--- config.mk ---
export PLATFORM = sky130hd
export DESIGN_NAME = adaptive_three_axis_augmentor
export DESIGN_NICKNAME = d
export VERILOG_FILES = /design/src/design/ataa_pkg.sv /design/src/design/ataa_ctrl.sv /design/src/design/ataa_dp.sv /design/src/design/adaptive_three_axis_augmentor.sv
export SDC_FILE = /design/constraint.sdc
export NUM_CORES = 2
export LEC_CHECK = 0
export BUFFER_PORTS_ARGS = -buffer_cell sky130_fd_sc_hd__buf_2
export CAP_MARGIN = 20
export CORE_UTILIZATION = 63
export CTS_CLUSTER_DIAMETER = 80
export CTS_CLUSTER_SIZE = 30
export DETAILED_ROUTE_END_ITERATION = 16
export GPL_TIMING_DRIVEN = 0
export PLACE_DENSITY_LB_ADDON = 0.1
export SYNTH_ARGS = -nofsm -noshare
export SYNTH_HDL_FRONTEND = slang
export SYNTH_SLANG_ARGS = --single-unit
--- constraint.sdc ---
create_clock -name i_clk -period 41.5 [get_ports i_clk]
set_input_delay 6.225 -clock i_clk [delete_from_list [all_inputs] [get_ports i_clk]]
set_output_delay 6.225 -clock i_clk [all_outputs]
set_load 0.01 [all_outputs]
--- src/design/ataa_pkg.sv ---
// Shared types, register map and a clamp helper for the three-axis augmentor.
// Used by ataa_ctrl, ataa_dp, adaptive_three_axis_augmentor and the bench; no dependencies.
`timescale 1ns / 1ps

package ataa_pkg;

    // Register indexes (byte address = 4 * index)
    localparam logic [2:0] REG_LEARN_RATE = 3'd0;
    localparam logic [2:0] REG_LEAKAGE    = 3'd1;
    localparam logic [2:0] REG_WEIGHT_LIM = 3'd2;
    localparam logic [2:0] REG_ROLL_LIM   = 3'd3;
    localparam logic [2:0] REG_PITCH_LIM  = 3'd4;
    localparam logic [2:0] REG_YAW_LIM    = 3'd5;
    localparam logic [2:0] REG_FREEZE     = 3'd6;

    // Datapath widths
    localparam int MUL_A_W = 42;
    localparam int MUL_B_W = 25;
    localparam int PROD_W  = MUL_A_W + MUL_B_W;
    localparam int ACC_W   = 56;
    localparam int G_W     = 30;
    localparam int L_W     = 42;

    // Regressor constant 1.0 in Q4.12
    localparam logic signed [15:0] ONE_Q12 = 16'sd4096;

    // Micro-operations issued by the controller, one per cycle
    typedef enum logic [3:0] {
        OP_NONE,
        OP_LOAD,
        OP_C0,
        OP_CE,
        OP_CR,
        OP_CEND,
        OP_GMUL,
        OP_GSAVE,
        OP_LMUL,
        OP_AMUL,
        OP_DIFF,
        OP_DMUL,
        OP_WUPD,
        OP_FIN
    } t_op;

    typedef struct packed {
        t_op        op;
        logic [1:0] axis;
        logic [1:0] widx;
    } t_dp_cmd;

    typedef struct packed {
        logic active;
    } t_dp_status;

    typedef struct packed {
        logic [23:0]      learn_rate;
        logic [23:0]      leakage;
        logic [30:0]      weight_lim;
        logic [2:0][30:0] axis_lim;
        logic             freeze;
    } t_cfg;

    // Symmetric clamp to +-lim
    function automatic logic signed [31:0] clamp_sym(input logic signed [ACC_W-1:0] v,
                                                     input logic [30:0] lim);
        logic signed [ACC_W-1:0] hi;
        logic signed [ACC_W-1:0] lo;
        logic signed [ACC_W-1:0] res;
        hi = $signed({{(ACC_W-31){1'b0}}, lim});
        lo = -hi;
        if (v > hi) begin
            res = hi;
        end else if (v < lo) begin
            res = lo;
        end else begin
            res = v;
        end
        return res[31:0];
    endfunction

endpackage

--- src/design/ataa_ctrl.sv ---
// Sequencer for the augmentor: handshakes, step counters and micro-op issue.
// Depends on ataa_pkg; drives ataa_dp through t_dp_cmd.
`timescale 1ns / 1ps

module ataa_ctrl (
    input  logic                i_clk,
    input  logic                i_rst_n,
    input  logic                i_s_tvalid,
    output logic                o_s_tready,
    output logic                o_m_tvalid,
    input  logic                i_m_tready,
    input  ataa_pkg::t_dp_status i_status,
    output ataa_pkg::t_dp_cmd   o_cmd
);

    typedef enum logic [3:0] {
        S_IDLE, S_C0, S_CE, S_CR, S_CEND,
        S_GMUL, S_GSAVE, S_LMUL, S_AMUL, S_DIFF, S_DMUL, S_WUPD,
        S_FIN
    } t_state;

    t_state     r_state;
    logic [1:0] r_axis;
    logic [1:0] r_widx;
    logic       r_m_valid;
    logic       slot_free;
    logic       accept;
    ataa_pkg::t_op op;

    assign slot_free  = !r_m_valid || i_m_tready;
    assign o_s_tready = (r_state == S_IDLE);
    assign accept     = i_s_tvalid && o_s_tready;
    assign o_m_tvalid = r_m_valid;

    // Decode the micro-op for this cycle
    always_comb begin
        unique case (r_state)
            S_IDLE:  op = accept ? ataa_pkg::OP_LOAD : ataa_pkg::OP_NONE;
            S_C0:    op = ataa_pkg::OP_C0;
            S_CE:    op = ataa_pkg::OP_CE;
            S_CR:    op = ataa_pkg::OP_CR;
            S_CEND:  op = ataa_pkg::OP_CEND;
            S_GMUL:  op = ataa_pkg::OP_GMUL;
            S_GSAVE: op = ataa_pkg::OP_GSAVE;
            S_LMUL:  op = ataa_pkg::OP_LMUL;
            S_AMUL:  op = ataa_pkg::OP_AMUL;
            S_DIFF:  op = ataa_pkg::OP_DIFF;
            S_DMUL:  op = ataa_pkg::OP_DMUL;
            S_WUPD:  op = ataa_pkg::OP_WUPD;
            S_FIN:   op = slot_free ? ataa_pkg::OP_FIN : ataa_pkg::OP_NONE;
            default: op = ataa_pkg::OP_NONE;
        endcase
    end

    assign o_cmd.op   = op;
    assign o_cmd.axis = r_axis;
    assign o_cmd.widx = r_widx;

    // State, counters and output valid
    always_ff @(posedge i_clk) begin
        if (!i_rst_n) begin
            r_state   <= S_IDLE;
            r_axis    <= 2'd0;
            r_widx    <= 2'd0;
            r_m_valid <= 1'b0;
        end else begin
            // Raise valid on finish, drop it once the beat is taken
            if (op == ataa_pkg::OP_FIN) begin
                r_m_valid <= 1'b1;
            end else if (i_m_tready) begin
                r_m_valid <= 1'b0;
            end
            unique case (r_state)
                S_IDLE: begin
                    if (accept) begin
                        r_state <= S_C0;
                        r_axis  <= 2'd0;
                        r_widx  <= 2'd0;
                    end
                end
                S_C0: r_state <= S_CE;
                S_CE: r_state <= S_CR;
                S_CR: r_state <= S_CEND;
                S_CEND: begin
                    if (r_axis == 2'd2) begin
                        r_axis  <= 2'd0;
                        r_state <= i_status.active ? S_GMUL : S_FIN;
                    end else begin
                        r_axis  <= r_axis + 2'd1;
                        r_state <= S_C0;
                    end
                end
                S_GMUL:  r_state <= S_GSAVE;
                S_GSAVE: r_state <= S_LMUL;
                S_LMUL:  r_state <= S_AMUL;
                S_AMUL:  r_state <= S_DIFF;
                S_DIFF:  r_state <= S_DMUL;
                S_DMUL:  r_state <= S_WUPD;
                S_WUPD: begin
                    if (r_widx == 2'd2) begin
                        r_widx <= 2'd0;
                        if (r_axis == 2'd2) begin
                            r_axis  <= 2'd0;
                            r_state <= S_FIN;
                        end else begin
                            r_axis  <= r_axis + 2'd1;
                            r_state <= S_GMUL;
                        end
                    end else begin
                        r_widx  <= r_widx + 2'd1;
                        r_state <= S_LMUL;
                    end
                end
                S_FIN: begin
                    if (slot_free) begin
                        r_state <= S_IDLE;
                    end
                end
                default: r_state <= S_IDLE;
            endcase
        end
    end

`ifndef NO_ASSERTIONS
    a_fin_slot: assert property (@(posedge i_clk) disable iff (!i_rst_n)
        (op == ataa_pkg::OP_FIN) |-> slot_free)
        else $error("result published over an untaken beat");
    a_accept_start: assert property (@(posedge i_clk) disable iff (!i_rst_n)
        accept |=> (r_state == S_C0 && r_axis == 2'd0))
        else $error("accepted beat did not start the command pass");
    a_counter_range: assert property (@(posedge i_clk) disable iff (!i_rst_n)
        (r_axis != 2'd3) && (r_widx != 2'd3))
        else $error("axis or weight counter out of range");
    a_fin_valid: assert property (@(posedge i_clk) disable iff (!i_rst_n)
        (op == ataa_pkg::OP_FIN) |=> (o_m_tvalid && r_state == S_IDLE))
        else $error("finish did not raise output valid");
`endif

endmodule

--- src/design/ataa_dp.sv ---
// Datapath: weight registers, shared multiplier, accumulator and result registers.
// Depends on ataa_pkg; sequenced by ataa_ctrl through t_dp_cmd.
`timescale 1ns / 1ps

module ataa_dp (
    input  logic                 i_clk,
    input  logic                 i_rst_n,
    input  ataa_pkg::t_cfg       i_cfg,
    input  ataa_pkg::t_dp_cmd    i_cmd,
    output ataa_pkg::t_dp_status o_status,
    input  logic [111:0]         i_tdata,
    input  logic [1:0]           i_tuser,
    output logic [95:0]          o_tdata,
    output logic                 o_tuser
);

    logic signed [15:0] r_e [3];
    logic signed [15:0] r_r [3];
    logic [15:0]        r_dt;
    logic               r_active;
    logic               r_clear;
    logic signed [31:0] r_w [9];
    logic signed [ataa_pkg::PROD_W-1:0]  r_p;
    logic signed [ataa_pkg::ACC_W-1:0]   r_acc;
    logic signed [ataa_pkg::G_W-1:0]     r_g;
    logic signed [ataa_pkg::L_W-1:0]     r_l;
    logic signed [ataa_pkg::L_W-1:0]     r_diff;
    logic signed [31:0] r_cmd [3];
    logic signed [31:0] r_out [3];
    logic               r_out_act;

    logic [3:0]  widx_sel;
    logic [3:0]  w_addr;
    logic signed [31:0] w_rd;
    logic signed [15:0] e_sel;
    logic signed [15:0] r_sel;
    logic signed [15:0] phi;
    logic signed [ataa_pkg::MUL_A_W-1:0] mul_a;
    logic signed [ataa_pkg::MUL_B_W-1:0] mul_b;
    logic signed [ataa_pkg::PROD_W-1:0]  n_p;
    logic signed [ataa_pkg::ACC_W-1:0]   sum_w;
    logic signed [ataa_pkg::ACC_W-1:0]   sum_c;

    assign o_status.active = r_active;

    // Weight address: fixed offsets for the command pass, counter for learning
    always_comb begin
        unique case (i_cmd.op)
            ataa_pkg::OP_C0: widx_sel = 4'd0;
            ataa_pkg::OP_CE: widx_sel = 4'd1;
            ataa_pkg::OP_CR: widx_sel = 4'd2;
            default:         widx_sel = {2'd0, i_cmd.widx};
        endcase
    end
    assign w_addr = 4'(i_cmd.axis) * 4'd3 + widx_sel;
    assign w_rd   = r_w[w_addr];
    assign e_sel  = r_e[i_cmd.axis];
    assign r_sel  = r_r[i_cmd.axis];

    always_comb begin
        unique case (i_cmd.widx)
            2'd0:    phi = ataa_pkg::ONE_Q12;
            2'd1:    phi = e_sel;
            default: phi = r_sel;
        endcase
    end

    // Shared multiplier operand select
    always_comb begin
        mul_a = '0;
        mul_b = '0;
        unique case (i_cmd.op)
            ataa_pkg::OP_CE: begin
                mul_a = ataa_pkg::MUL_A_W'(w_rd);
                mul_b = ataa_pkg::MUL_B_W'(e_sel);
            end
            ataa_pkg::OP_CR: begin
                mul_a = ataa_pkg::MUL_A_W'(w_rd);
                mul_b = ataa_pkg::MUL_B_W'(r_sel);
            end
            ataa_pkg::OP_GMUL: begin
                mul_a = $signed({18'd0, i_cfg.learn_rate});
                mul_b = ataa_pkg::MUL_B_W'(e_sel);
            end
            ataa_pkg::OP_LMUL: begin
                mul_a = ataa_pkg::MUL_A_W'(w_rd);
                mul_b = $signed({1'b0, i_cfg.leakage});
            end
            ataa_pkg::OP_AMUL: begin
                mul_a = ataa_pkg::MUL_A_W'(r_g);
                mul_b = ataa_pkg::MUL_B_W'(phi);
            end
            ataa_pkg::OP_DMUL: begin
                mul_a = r_diff;
                mul_b = $signed({9'd0, r_dt});
            end
            default: begin
                mul_a = '0;
                mul_b = '0;
            end
        endcase
    end

    assign n_p   = ataa_pkg::PROD_W'(mul_a) * ataa_pkg::PROD_W'(mul_b);
    assign sum_c = r_acc + ataa_pkg::ACC_W'(r_p >>> 12);
    assign sum_w = ataa_pkg::ACC_W'(w_rd) + ataa_pkg::ACC_W'(r_p >>> 16);

    // Weight registers: adapt, clear, reset
    always_ff @(posedge i_clk) begin
        if (!i_rst_n) begin
            for (int i = 0; i < 9; i++) begin
                r_w[i] <= '0;
            end
        end else if (i_cmd.op == ataa_pkg::OP_FIN && r_clear) begin
            for (int i = 0; i < 9; i++) begin
                r_w[i] <= '0;
            end
        end else if (i_cmd.op == ataa_pkg::OP_WUPD) begin
            r_w[w_addr] <= ataa_pkg::clamp_sym(sum_w, i_cfg.weight_lim);
        end
    end

    // Working registers
    always_ff @(posedge i_clk) begin
        r_p <= n_p;
        unique case (i_cmd.op)
            ataa_pkg::OP_LOAD: begin
                r_e[0]   <= $signed(i_tdata[15:0]);
                r_r[0]   <= $signed(i_tdata[31:16]);
                r_e[1]   <= $signed(i_tdata[47:32]);
                r_r[1]   <= $signed(i_tdata[63:48]);
                r_e[2]   <= $signed(i_tdata[79:64]);
                r_r[2]   <= $signed(i_tdata[95:80]);
                r_dt     <= i_tdata[111:96];
                r_active <= !i_cfg.freeze && i_tuser[0] && (i_tdata[111:96] != 16'd0);
                r_clear  <= i_tuser[1];
            end
            ataa_pkg::OP_C0:    r_acc <= ataa_pkg::ACC_W'(w_rd);
            ataa_pkg::OP_CR:    r_acc <= sum_c;
            ataa_pkg::OP_CEND:  r_cmd[i_cmd.axis] <=
                                    ataa_pkg::clamp_sym(sum_c, i_cfg.axis_lim[i_cmd.axis]);
            ataa_pkg::OP_GSAVE: r_g <= $signed(r_p[12+ataa_pkg::G_W-1:12]);
            ataa_pkg::OP_AMUL:  r_l <= ataa_pkg::L_W'(r_p >>> 16);
            ataa_pkg::OP_DIFF:  r_diff <= ataa_pkg::L_W'(r_p >>> 12) - r_l;
            ataa_pkg::OP_FIN: begin
                r_out[0]  <= r_cmd[0];
                r_out[1]  <= r_cmd[1];
                r_out[2]  <= r_cmd[2];
                r_out_act <= r_active;
            end
            default: begin
            end
        endcase
    end

    assign o_tdata = {r_out[2], r_out[1], r_out[0]};
    assign o_tuser = r_out_act;

endmodule

--- src/design/adaptive_three_axis_augmentor.sv ---
// Top level: APB register file, stream ports, controller and datapath.
// Depends on ataa_pkg, ataa_ctrl and ataa_dp.
//
//  channel  | dir | handshake          | payload
//  ---------+-----+--------------------+----------------------------------------
//  s stream | in  | tvalid/tready      | tdata 112b errors/rates/time step, tuser 2b
//  m stream | out | tvalid/tready      | tdata 96b commands, tuser 1b
//  apb      | in  | psel/penable/pready| 5b address, 32b data, 7 registers
//
// A tick runs the command pass alone when no adaptation runs and adds the learning
// pass when it does; one shared 42x25 multiplier serves both, one product per cycle.
// Reset is synchronous active low and zeroes weights, control and config registers.
// The result sits in an output register, so a stalled output holds only the
// finish step; the next beat is accepted while the previous result waits.
`timescale 1ns / 1ps

module adaptive_three_axis_augmentor (
    input  logic         i_clk,
    input  logic         i_rst_n,
    // roll_error, roll_rate, pitch_error, pitch_rate, yaw_error, yaw_rate, time_step
    input  logic [111:0] i_s_tdata,
    // learn_enable, clear_weights
    input  logic [1:0]   i_s_tuser,
    input  logic         i_s_tvalid,
    output logic         o_s_tready,
    // aileron_cmd, elevator_cmd, rudder_cmd
    output logic [95:0]  o_m_tdata,
    // learning_active
    output logic         o_m_tuser,
    output logic         o_m_tvalid,
    input  logic         i_m_tready,
    input  logic         psel,
    input  logic         penable,
    input  logic         pwrite,
    input  logic [4:0]   paddr,
    input  logic [31:0]  pwdata,
    output logic [31:0]  prdata,
    output logic         pready
);

    ataa_pkg::t_cfg       r_cfg;
    ataa_pkg::t_dp_cmd    cmd;
    ataa_pkg::t_dp_status status;
    logic [2:0]           reg_idx;

    assign pready  = 1'b1;
    assign reg_idx = paddr[4:2];

    // Register writes on the access cycle
    always_ff @(posedge i_clk) begin
        if (!i_rst_n) begin
            r_cfg <= '0;
        end else if (psel && penable && pwrite && pready) begin
            unique case (reg_idx)
                ataa_pkg::REG_LEARN_RATE: r_cfg.learn_rate  <= pwdata[23:0];
                ataa_pkg::REG_LEAKAGE:    r_cfg.leakage     <= pwdata[23:0];
                ataa_pkg::REG_WEIGHT_LIM: r_cfg.weight_lim  <= pwdata[30:0];
                ataa_pkg::REG_ROLL_LIM:   r_cfg.axis_lim[0] <= pwdata[30:0];
                ataa_pkg::REG_PITCH_LIM:  r_cfg.axis_lim[1] <= pwdata[30:0];
                ataa_pkg::REG_YAW_LIM:    r_cfg.axis_lim[2] <= pwdata[30:0];
                ataa_pkg::REG_FREEZE:     r_cfg.freeze      <= pwdata[0];
                default: begin
                end
            endcase
        end
    end

    // Register reads
    always_comb begin
        unique case (reg_idx)
            ataa_pkg::REG_LEARN_RATE: prdata = {8'd0, r_cfg.learn_rate};
            ataa_pkg::REG_LEAKAGE:    prdata = {8'd0, r_cfg.leakage};
            ataa_pkg::REG_WEIGHT_LIM: prdata = {1'b0, r_cfg.weight_lim};
            ataa_pkg::REG_ROLL_LIM:   prdata = {1'b0, r_cfg.axis_lim[0]};
            ataa_pkg::REG_PITCH_LIM:  prdata = {1'b0, r_cfg.axis_lim[1]};
            ataa_pkg::REG_YAW_LIM:    prdata = {1'b0, r_cfg.axis_lim[2]};
            ataa_pkg::REG_FREEZE:     prdata = {31'd0, r_cfg.freeze};
            default:                  prdata = 32'd0;
        endcase
    end

    ataa_ctrl u_ctrl (
        .i_clk      (i_clk),
        .i_rst_n    (i_rst_n),
        .i_s_tvalid (i_s_tvalid),
        .o_s_tready (o_s_tready),
        .o_m_tvalid (o_m_tvalid),
        .i_m_tready (i_m_tready),
        .i_status   (status),
        .o_cmd      (cmd)
    );

    ataa_dp u_dp (
        .i_clk    (i_clk),
        .i_rst_n  (i_rst_n),
        .i_cfg    (r_cfg),
        .i_cmd    (cmd),
        .o_status (status),
        .i_tdata  (i_s_tdata),
        .i_tuser  (i_s_tuser),
        .o_tdata  (o_m_tdata),
        .o_tuser  (o_m_tuser)
    );

endmodule

Word level (Yosys, flattened, before mapping) --
Memory sizes are Yosys's and may differ from the RTL's. A register that Yosys moved wholly into a read port is not among the register bits. Index checks and enable logic that the tools add are counted.
Storage, ports and cells: memories 5, bits of input ports 158, output and inout port bits 132, register bits 438, word-level logic and storage cells 180, bits in writable memories 576
Memory list:
- u_dp.r_w | depth 9, bits a word 32, rd ports 1, clocked after Yosys merged registers in 0, write ports 9, line ataa_dp.sv:22 | logic signed [31:0] r_w [9];
- u_dp.r_cmd | depth 3, bits a word 32, rd ports 3, clocked after Yosys merged registers in 0, write ports 1, line ataa_dp.sv:28 | logic signed [31:0] r_cmd [3];
- u_dp.r_out | depth 3, bits a word 32, rd ports 3, clocked after Yosys merged registers in 0, write ports 3, line ataa_dp.sv:29 | logic signed [31:0] r_out [3];
- u_dp.r_e | depth 3, bits a word 16, rd ports 1, clocked after Yosys merged registers in 1, write ports 3, line ataa_dp.sv:17 | logic signed [15:0] r_e [3];
- u_dp.r_r | depth 3, bits a word 16, rd ports 1, clocked after Yosys merged registers in 1, write ports 3, line ataa_dp.sv:18 | logic signed [15:0] r_r [3];
Cells by class: $mul 2, reduce and logical (&&, ||, !) cells 30, mux-type cells 64, eq/ne operators 37, add/subtract/negate cells 8, magnitude comparators 5, bitwise logic cells 9
Operator list (number):
- two-way mux 32 bit | 18
- case mux 31 bit (7 select lines) | 1
- case mux 42 bit (4 select lines) | 1
- case mux 25 bit (5 select lines) | 1
- negation 31 -> 56 bit | 2
- case mux 56 bit (2 select lines) | 1
- case mux 4 bit (13 select lines) | 2
- multiplier 42 x 25 -> 67 bit | 1
- binary-select mux 31 bit (select 2 bit) | 1
- adder 56 x 55 -> 56 bit | 1
- greater-than comparator 56 x 32 -> 1 bit | 1
- < comparator 52 x 56 -> 1 bit | 1
- < comparator 56 bit | 1
- adder 32 x 51 -> 52 bit | 1
- greater-than comparator 52 x 32 -> 1 bit | 1
- == test 4 bit (second input constant) | 11
- subtractor 42 bit | 1
- == test 4 x 3 -> 1 bit (second input constant) | 8
- two-way mux 4 bit | 8
- case mux 16 bit (2 select lines) | 1
- OR reduction 32 bit | 1
- two-way mux 31 bit | 1
- two-way mux 1 bit | 18
- AND reduction 2 bit | 9
- other kinds (29) | 63

Longest topological paths before layout --
An unclocked memory read counts as a cell.
depth in word-level cells 16, gate-level depth with buffers 49, depth with buffers taken out 42

By module --
A second synthesis with hierarchy kept.
Unflattened totals: cells, all modules 9437, area total of the unflattened synthesis 99146.3 um^2
By module, submodules not included:
- ataa_dp | instances 1, area each 90683.2 um^2, cells each 8587, sequential area each 30799.5 um^2
- adaptive_three_axis_augmentor | instances 1, area each 7795.0 um^2, cells each 773, sequential area each 3463.3 um^2
- ataa_ctrl | instances 1, area each 668.1 um^2, cells each 77, sequential area each 180.2 um^2

Least setup slack after synthesis --
Ideal clock, no wire load.
path kind in2reg, start input i_m_tready, end memory u_dp.r_w[0][0], enable pin, arrival 15632 ps, data required time 41107 ps, setup slack 25475 ps, path buffers 0, cell stages on the path 4, library setup time 393 ps, cell sequence nor2b_1 > nor3_1 > a21boi_1 > nand2_1
RTL lines:
- start: declaration | line adaptive_three_axis_augmentor.sv:31 | input logic i_m_tready,
- end: declaration | line ataa_dp.sv:22

Worst setup path in the final report --
start register u_ctrl.r_state[1], end register u_dp.r_p[66] (netlist bit)
Between the ends: word-level cells in the longest chain between the ends 10, elaborated cells on any way between the ends 31, those cells by class 1 x add/sub; 1 x mul; 19 x eq/ne; 5 x mux; 4 x reduce/logical; 1 x memory
RTL lines:
- start: declaration | line ataa_ctrl.sv:22 | t_state r_state;
- start signal: assignment | line ataa_ctrl.sv:87 | r_state <= i_status.active ? S_GMUL : S_FIN;
- logical NOT 4 bit | line ataa_ctrl.sv:31, ataa_ctrl.sv:37
- logical AND 1 bit | line ataa_ctrl.sv:32 | assign accept = i_s_tvalid && o_s_tready;
- two-way mux 1 bit | line ataa_ctrl.sv:38 | S_IDLE: op = accept ? ataa_pkg::OP_LOAD : ataa_pkg::OP_NONE;
- case mux 4 bit (13 select lines) * | line ataa_ctrl.sv:37 | unique case (r_state)
- == test 4 x 3 -> 1 bit, or another cell as far along | line ataa_dp.sv:48, ataa_dp.sv:72
- case mux 2 bit (3 select lines) | line ataa_dp.sv:48 | unique case (i_cmd.op)
- adder 4 x 2 -> 4 bit | line ataa_dp.sv:55 | assign w_addr = 4'(i_cmd.axis) * 4'd3 + widx_sel;
- memory read (9 x 32 bit)
- case mux 42 bit (4 select lines) | line ataa_dp.sv:72 | unique case (i_cmd.op)
- multiplier 42 x 25 -> 67 bit * | line ataa_dp.sv:104 | assign n_p = ataa_pkg::PROD_W'(mul_a) * ataa_pkg::PROD_W'(mul_b);
- via u_dp.n_p, one bit | line ataa_dp.sv:40 | logic signed [ataa_pkg::PROD_W-1:0] n_p;
- end signal: assignment | line ataa_dp.sv:125 | r_p <= n_p;
- end: declaration | line ataa_dp.sv:23 | logic signed [ataa_pkg::PROD_W-1:0] r_p;
The timed path passes the listed nets; every way through them passes the cells marked *. A chain may end at the register's enable or synchronous reset.

==> run_summary.xml <==
<?xml version="1.0" encoding="UTF-8"?>
<metrics>
  <group name="global_route">
    <metric name="grt_max_degree" unit="">61</metric>
    <metric name="grt_antenna_before_repair" unit="">17</metric>
    <metric name="gr-usage-all-layers" unit="">0.447</metric>
    <metric name="first_pass_grt_wire_length" unit="um">505000</metric>
    <metric name="overflow" unit="">0</metric>
    <metric name="first_global_vias" unit="">77257</metric>
  </group>
  <group name="worst_setup_path">
    <metric name="cp_data_required_time" unit="ns">42.08</metric>
    <metric name="worst-setup-path-type" unit="">flip-flop to flip-flop</metric>
    <metric name="cp_common_cell" unit="">sky130_fd_sc_hd__fa_1</metric>
    <metric name="timing.critical_path.to_type" unit="">flip-flop</metric>
    <metric name="critical_path_peak_fanout" unit="">10</metric>
    <metric name="cp-start-kind" unit="">flip-flop</metric>
    <metric name="critical_path_arrival" unit="ns">17.98</metric>
    <metric name="cp_slowest_stage_delay" unit="ns">0.89</metric>
    <metric name="path_depth_of_the_worst_reg2reg_path" unit="">45</metric>
    <metric name="crit_path_top_delay_cell" unit="">sky130_fd_sc_hd__clkbuf_1</metric>
    <metric name="cp_num_buf_inv" unit="">14</metric>
    <metric name="critical_path_depth" unit="">45</metric>
    <metric name="critical-path-top-delay-family" unit="">buffers and inverters</metric>
  </group>
  <group name="layout">
    <metric name="area_delta_synth_final" unit="%">8.04</metric>
    <metric name="layout_cells_sized_above_1" unit="">0.0825</metric>
    <metric name="fin_util" unit="">0.685</metric>
    <metric name="final_nets" unit="">11623</metric>
  </group>
  <group name="synthesis">
    <metric name="synth_top_family_by_area" unit="">adder cells</metric>
    <metric name="synth_flop_cell" unit="">sky130_fd_sc_hd__edfxtp_1</metric>
    <metric name="synth_xor_area_frac" unit="">0.0216</metric>
    <metric name="netlist_instances" unit="">9468</metric>
    <metric name="synth.distinct_cells" unit="">116</metric>
    <metric name="synth-compound-area-share" unit="">0.0940</metric>
    <metric name="postSynthRegisterBits" unit="">1228</metric>
    <metric name="synth_area_leaders" unit="">sky130_fd_sc_hd__edfxtp_1 30%, sky130_fd_sc_hd__fa_1 22%, sky130_fd_sc_hd__ha_1 6.4%</metric>
    <metric name="synth_commonest_cells" unit="">1417 x sky130_fd_sc_hd__nand2_1, 1294 x sky130_fd_sc_hd__inv_1, 1053 x sky130_fd_sc_hd__fa_1</metric>
    <metric name="synth_simple_gate_area_frac" unit="">0.134</metric>
    <metric name="netlist_area" unit="um2">97700</metric>
    <metric name="library_cell_with_the_highest_instance_count_after_synthesis" unit="">sky130_fd_sc_hd__nand2_1</metric>
    <metric name="synth-edff-count" unit="">989</metric>
    <metric name="syn-num-nets" unit="">11178</metric>
    <metric name="synth_sequential_area_ratio" unit="">0.353</metric>
    <metric name="async_flop_share" unit="">0</metric>
    <metric name="yosys.area_share.adder" unit="">0.280</metric>
    <metric name="synth_top_area_frac" unit="">0.304</metric>
    <metric name="ys.warnings.count" unit="">0</metric>
    <metric name="area_leader_netlist" unit="">sky130_fd_sc_hd__edfxtp_1</metric>
    <metric name="synth.mux.area_fraction" unit="">0.0482</metric>
    <metric name="postSynthAreaPerCell" unit="um2">10.3</metric>
  </group>
  <group name="detailed_routing">
    <metric name="via_per_inst" unit="">6.32</metric>
    <metric name="post-route-drc-count" unit="">0</metric>
    <metric name="routed_wire_length_per_instance" unit="um">28.8</metric>
    <metric name="first_pass_iteration_count_of_the_detailed_router" unit="">9</metric>
    <metric name="drtAntennaViolNets" unit="">0</metric>
    <metric name="routed_wirelength" unit="um">346000</metric>
    <metric name="vias_after_detailed_routing" unit="">75963</metric>
    <metric name="initialDrtViolationCount" unit="">9034</metric>
  </group>
  <group name="floorplanning">
    <metric name="floorplan.die.width" unit="um">396</metric>
    <metric name="die_area" unit="um2">157000</metric>
    <metric name="design.portCount" unit="">290</metric>
    <metric name="die-height" unit="um">396</metric>
    <metric name="standard_cell_rows" unit="">144</metric>
    <metric name="core_area" unit="um2">154000</metric>
    <metric name="initial_utilization" unit="">0.634</metric>
  </group>
  <group name="power">
    <metric name="worst_ir_drop_vdd" unit="V">0.0000566</metric>
    <metric name="cellLeakagePower" unit="nW">44.3</metric>
    <metric name="power-per-cell-area" unit="nW/um2">44.9</metric>
  </group>
  <group name="sta">
    <metric name="top_achievable_clock_speed" unit="GHz">0.0575</metric>
    <metric name="period_minus_slack" unit="ns">17.41</metric>
    <metric name="finalClockSkew" unit="ns">0.0957</metric>
    <metric name="timing.final.setup_violations" unit="">0</metric>
    <metric name="worst_slew_margin_rel" unit="">0.143</metric>
    <metric name="finalSetupTns" unit="ns">0</metric>
    <metric name="period_share" unit="">0.419</metric>
    <metric name="final-hold-violation-count" unit="">0</metric>
    <metric name="final-max-slew-violation-count" unit="">0</metric>
    <metric name="worst_pin_slew" unit="ns">1.29</metric>
    <metric name="unrepaired_setup_endpoints_after_global_routing" unit="">false</metric>
  </group>
  <group name="cts">
    <metric name="cts_resized" unit="">0</metric>
    <metric name="clockRootBuffer" unit="">sky130_fd_sc_hd__clkbuf_16</metric>
    <metric name="cts_tree" unit="">yes</metric>
    <metric name="clkTransAtPathRegs" unit="ns">0.11</metric>
    <metric name="numCtsBuffers" unit="">69</metric>
    <metric name="clk-insertion-delay-late" unit="ns">0.75</metric>
    <metric name="cts_hold_buf" unit="">0</metric>
    <metric name="clock_sink_count" unit="">1228</metric>
    <metric name="post_cts_buffers" unit="">0</metric>
    <metric name="htreeDepth" unit="">3</metric>
    <metric name="clock_tree.buffer_depth" unit="">3</metric>
  </group>
  <group name="min_path">
    <metric name="min_path_cells" unit="">0</metric>
    <metric name="hold_removal_path_class" unit="">flip-flop to flip-flop</metric>
  </group>
  <group name="placement">
    <metric name="routabilityCongestion" unit="">1.07</metric>
    <metric name="detailed_place_hpwl" unit="um">277000</metric>
    <metric name="io_buffer_count" unit="">281</metric>
  </group>
  <group name="outcome">
    <metric name="run_status" unit="">complete, no violations</metric>
  </group>
  <group name="job">
    <metric name="max-cap-violations" unit="">0</metric>
  </group>
</metrics>
-- state kept, by name, indices dropped and copies added, names as in the netlist, named ones only --
register           cells
u_dp.r_w             512
r_cfg                173
u_dp.r_cmd            96
u_dp.r_out            96
u_dp.r_acc            56
u_dp.r_p              55
u_dp.r_e              48
u_dp.r_r              48
u_dp.r_diff           42
u_dp.r_l              42
u_dp.r_g              30
u_dp.r_dt             16
u_ctrl.r_state         4
u_ctrl.r_axis          2
u_ctrl.r_widx          2
u_ctrl.o_m_tvalid      1
u_dp.o_status          1
u_dp.o_tuser           1
u_dp.r_clear           1
-- placed cells by master (no fill, tap or decap), types with 68 or more instances in the layout --
cell                        count
sky130_fd_sc_hd__clkbuf_1     408
sky130_fd_sc_hd__mux2i_1       87
sky130_fd_sc_hd__a21o_1       175
sky130_fd_sc_hd__xor2_1        68
sky130_fd_sc_hd__nand4_1       95
sky130_fd_sc_hd__a22oi_1       94
sky130_fd_sc_hd__nor2_1       985
sky130_fd_sc_hd__inv_1       1294
sky130_fd_sc_hd__edfxtp_1     989
sky130_fd_sc_hd__nand3_1       93
sky130_fd_sc_hd__buf_2        309
sky130_fd_sc_hd__mux4_2       156
sky130_fd_sc_hd__o21ai_0      161
sky130_fd_sc_hd__nor3_1        81
sky130_fd_sc_hd__dfxtp_1      239
sky130_fd_sc_hd__a21oi_1      312
sky130_fd_sc_hd__xnor2_1      173
sky130_fd_sc_hd__clkbuf_16     71
sky130_fd_sc_hd__a21boi_0     178
sky130_fd_sc_hd__fa_1        1053
sky130_fd_sc_hd__ha_1         499
sky130_fd_sc_hd__nand2_1     1408
-- metrics by stage --
step / power (mW) / hold slack [ns] / setup slack [ns] / instances / instance area, um2
floorplan: 3.02 / 0.400 / 25.48 / 9468 / 97700
global placement: 3.77 / 0.401 / 17.29 / 11793 / 102000
detailed placement: 3.85 / 0.405 / 24.66 / 11871 / 103000
CTS: 4.67 / 0.413 / 24.49 / 11990 / 105000
global route: 4.96 / 0.412 / 23.97 / 12008 / 106000
finish: 4.74 / 0.410 / 24.09 / 12012 / 106000
-- final timing paths --
check | startpoint | endpoint | slack [ns]
setup / recovery | u_ctrl.r_state[1]$_SDFFE_PN0P_ | u_dp.r_p[66]$_DFF_P_ | 24.09
hold / removal | u_dp.r_cmd[2][27]$_DFFE_PP_ | u_dp.r_out[0][91]$_DFFE_PP_ | 0.41
setup reg to reg | u_ctrl.r_state[1]$_SDFFE_PN0P_ | u_dp.r_p[66]$_DFF_P_ | 24.09
hold reg to reg | u_dp.r_cmd[2][27]$_DFFE_PP_ | u_dp.r_out[0][91]$_DFFE_PP_ | 0.41
-- logic make-up after synthesis --
family	after synthesis
AND/OR/NAND/NOR	3046
buffers and inverters	1794
adder cells (fa/ha/maj)	1552
AO/OA/AOI/OAI	1335
flip-flops	1228
multiplexers	270
XOR/XNOR	241
other	2
-- layout make-up --
cell class	instances	area, um2
clock buffers	72	1770
diodes	7	17.5
plain buffers	491	1940
repair buffers	374	2630
flip-flops and latches	1228	34500
fillers	11692	48500
well taps	2044	2560
multi-input cells	6446	56600
inverters	1303	4890
clock inverters	47	703
-- routing by layer --
| metal | global-route usage | wire length, um | share of wire |
|---|---|---|---|
| met1 | 0.542 | 119000 | 0.34 |
| met4 | 0.341 | 33000 | 0.095 |
| met3 | 0.107 | 38100 | 0.11 |
| met5 | 0 | 69 | 0.00020 |
| met2 | 0.692 | 156000 | 0.45 |
-- where the power goes --
part / total (mW) / leakage, nW / switching (mW) / internal (mW)
clock: 0.820 / 1.19 / 0.457 / 0.362
combinational: 2.36 / 31.8 / 1.58 / 0.772
sequential: 1.57 / 11.4 / 0.0660 / 1.50
total: 4.74 / 44.3 / 2.11 / 2.64
(Power assumes the default switching activity.)
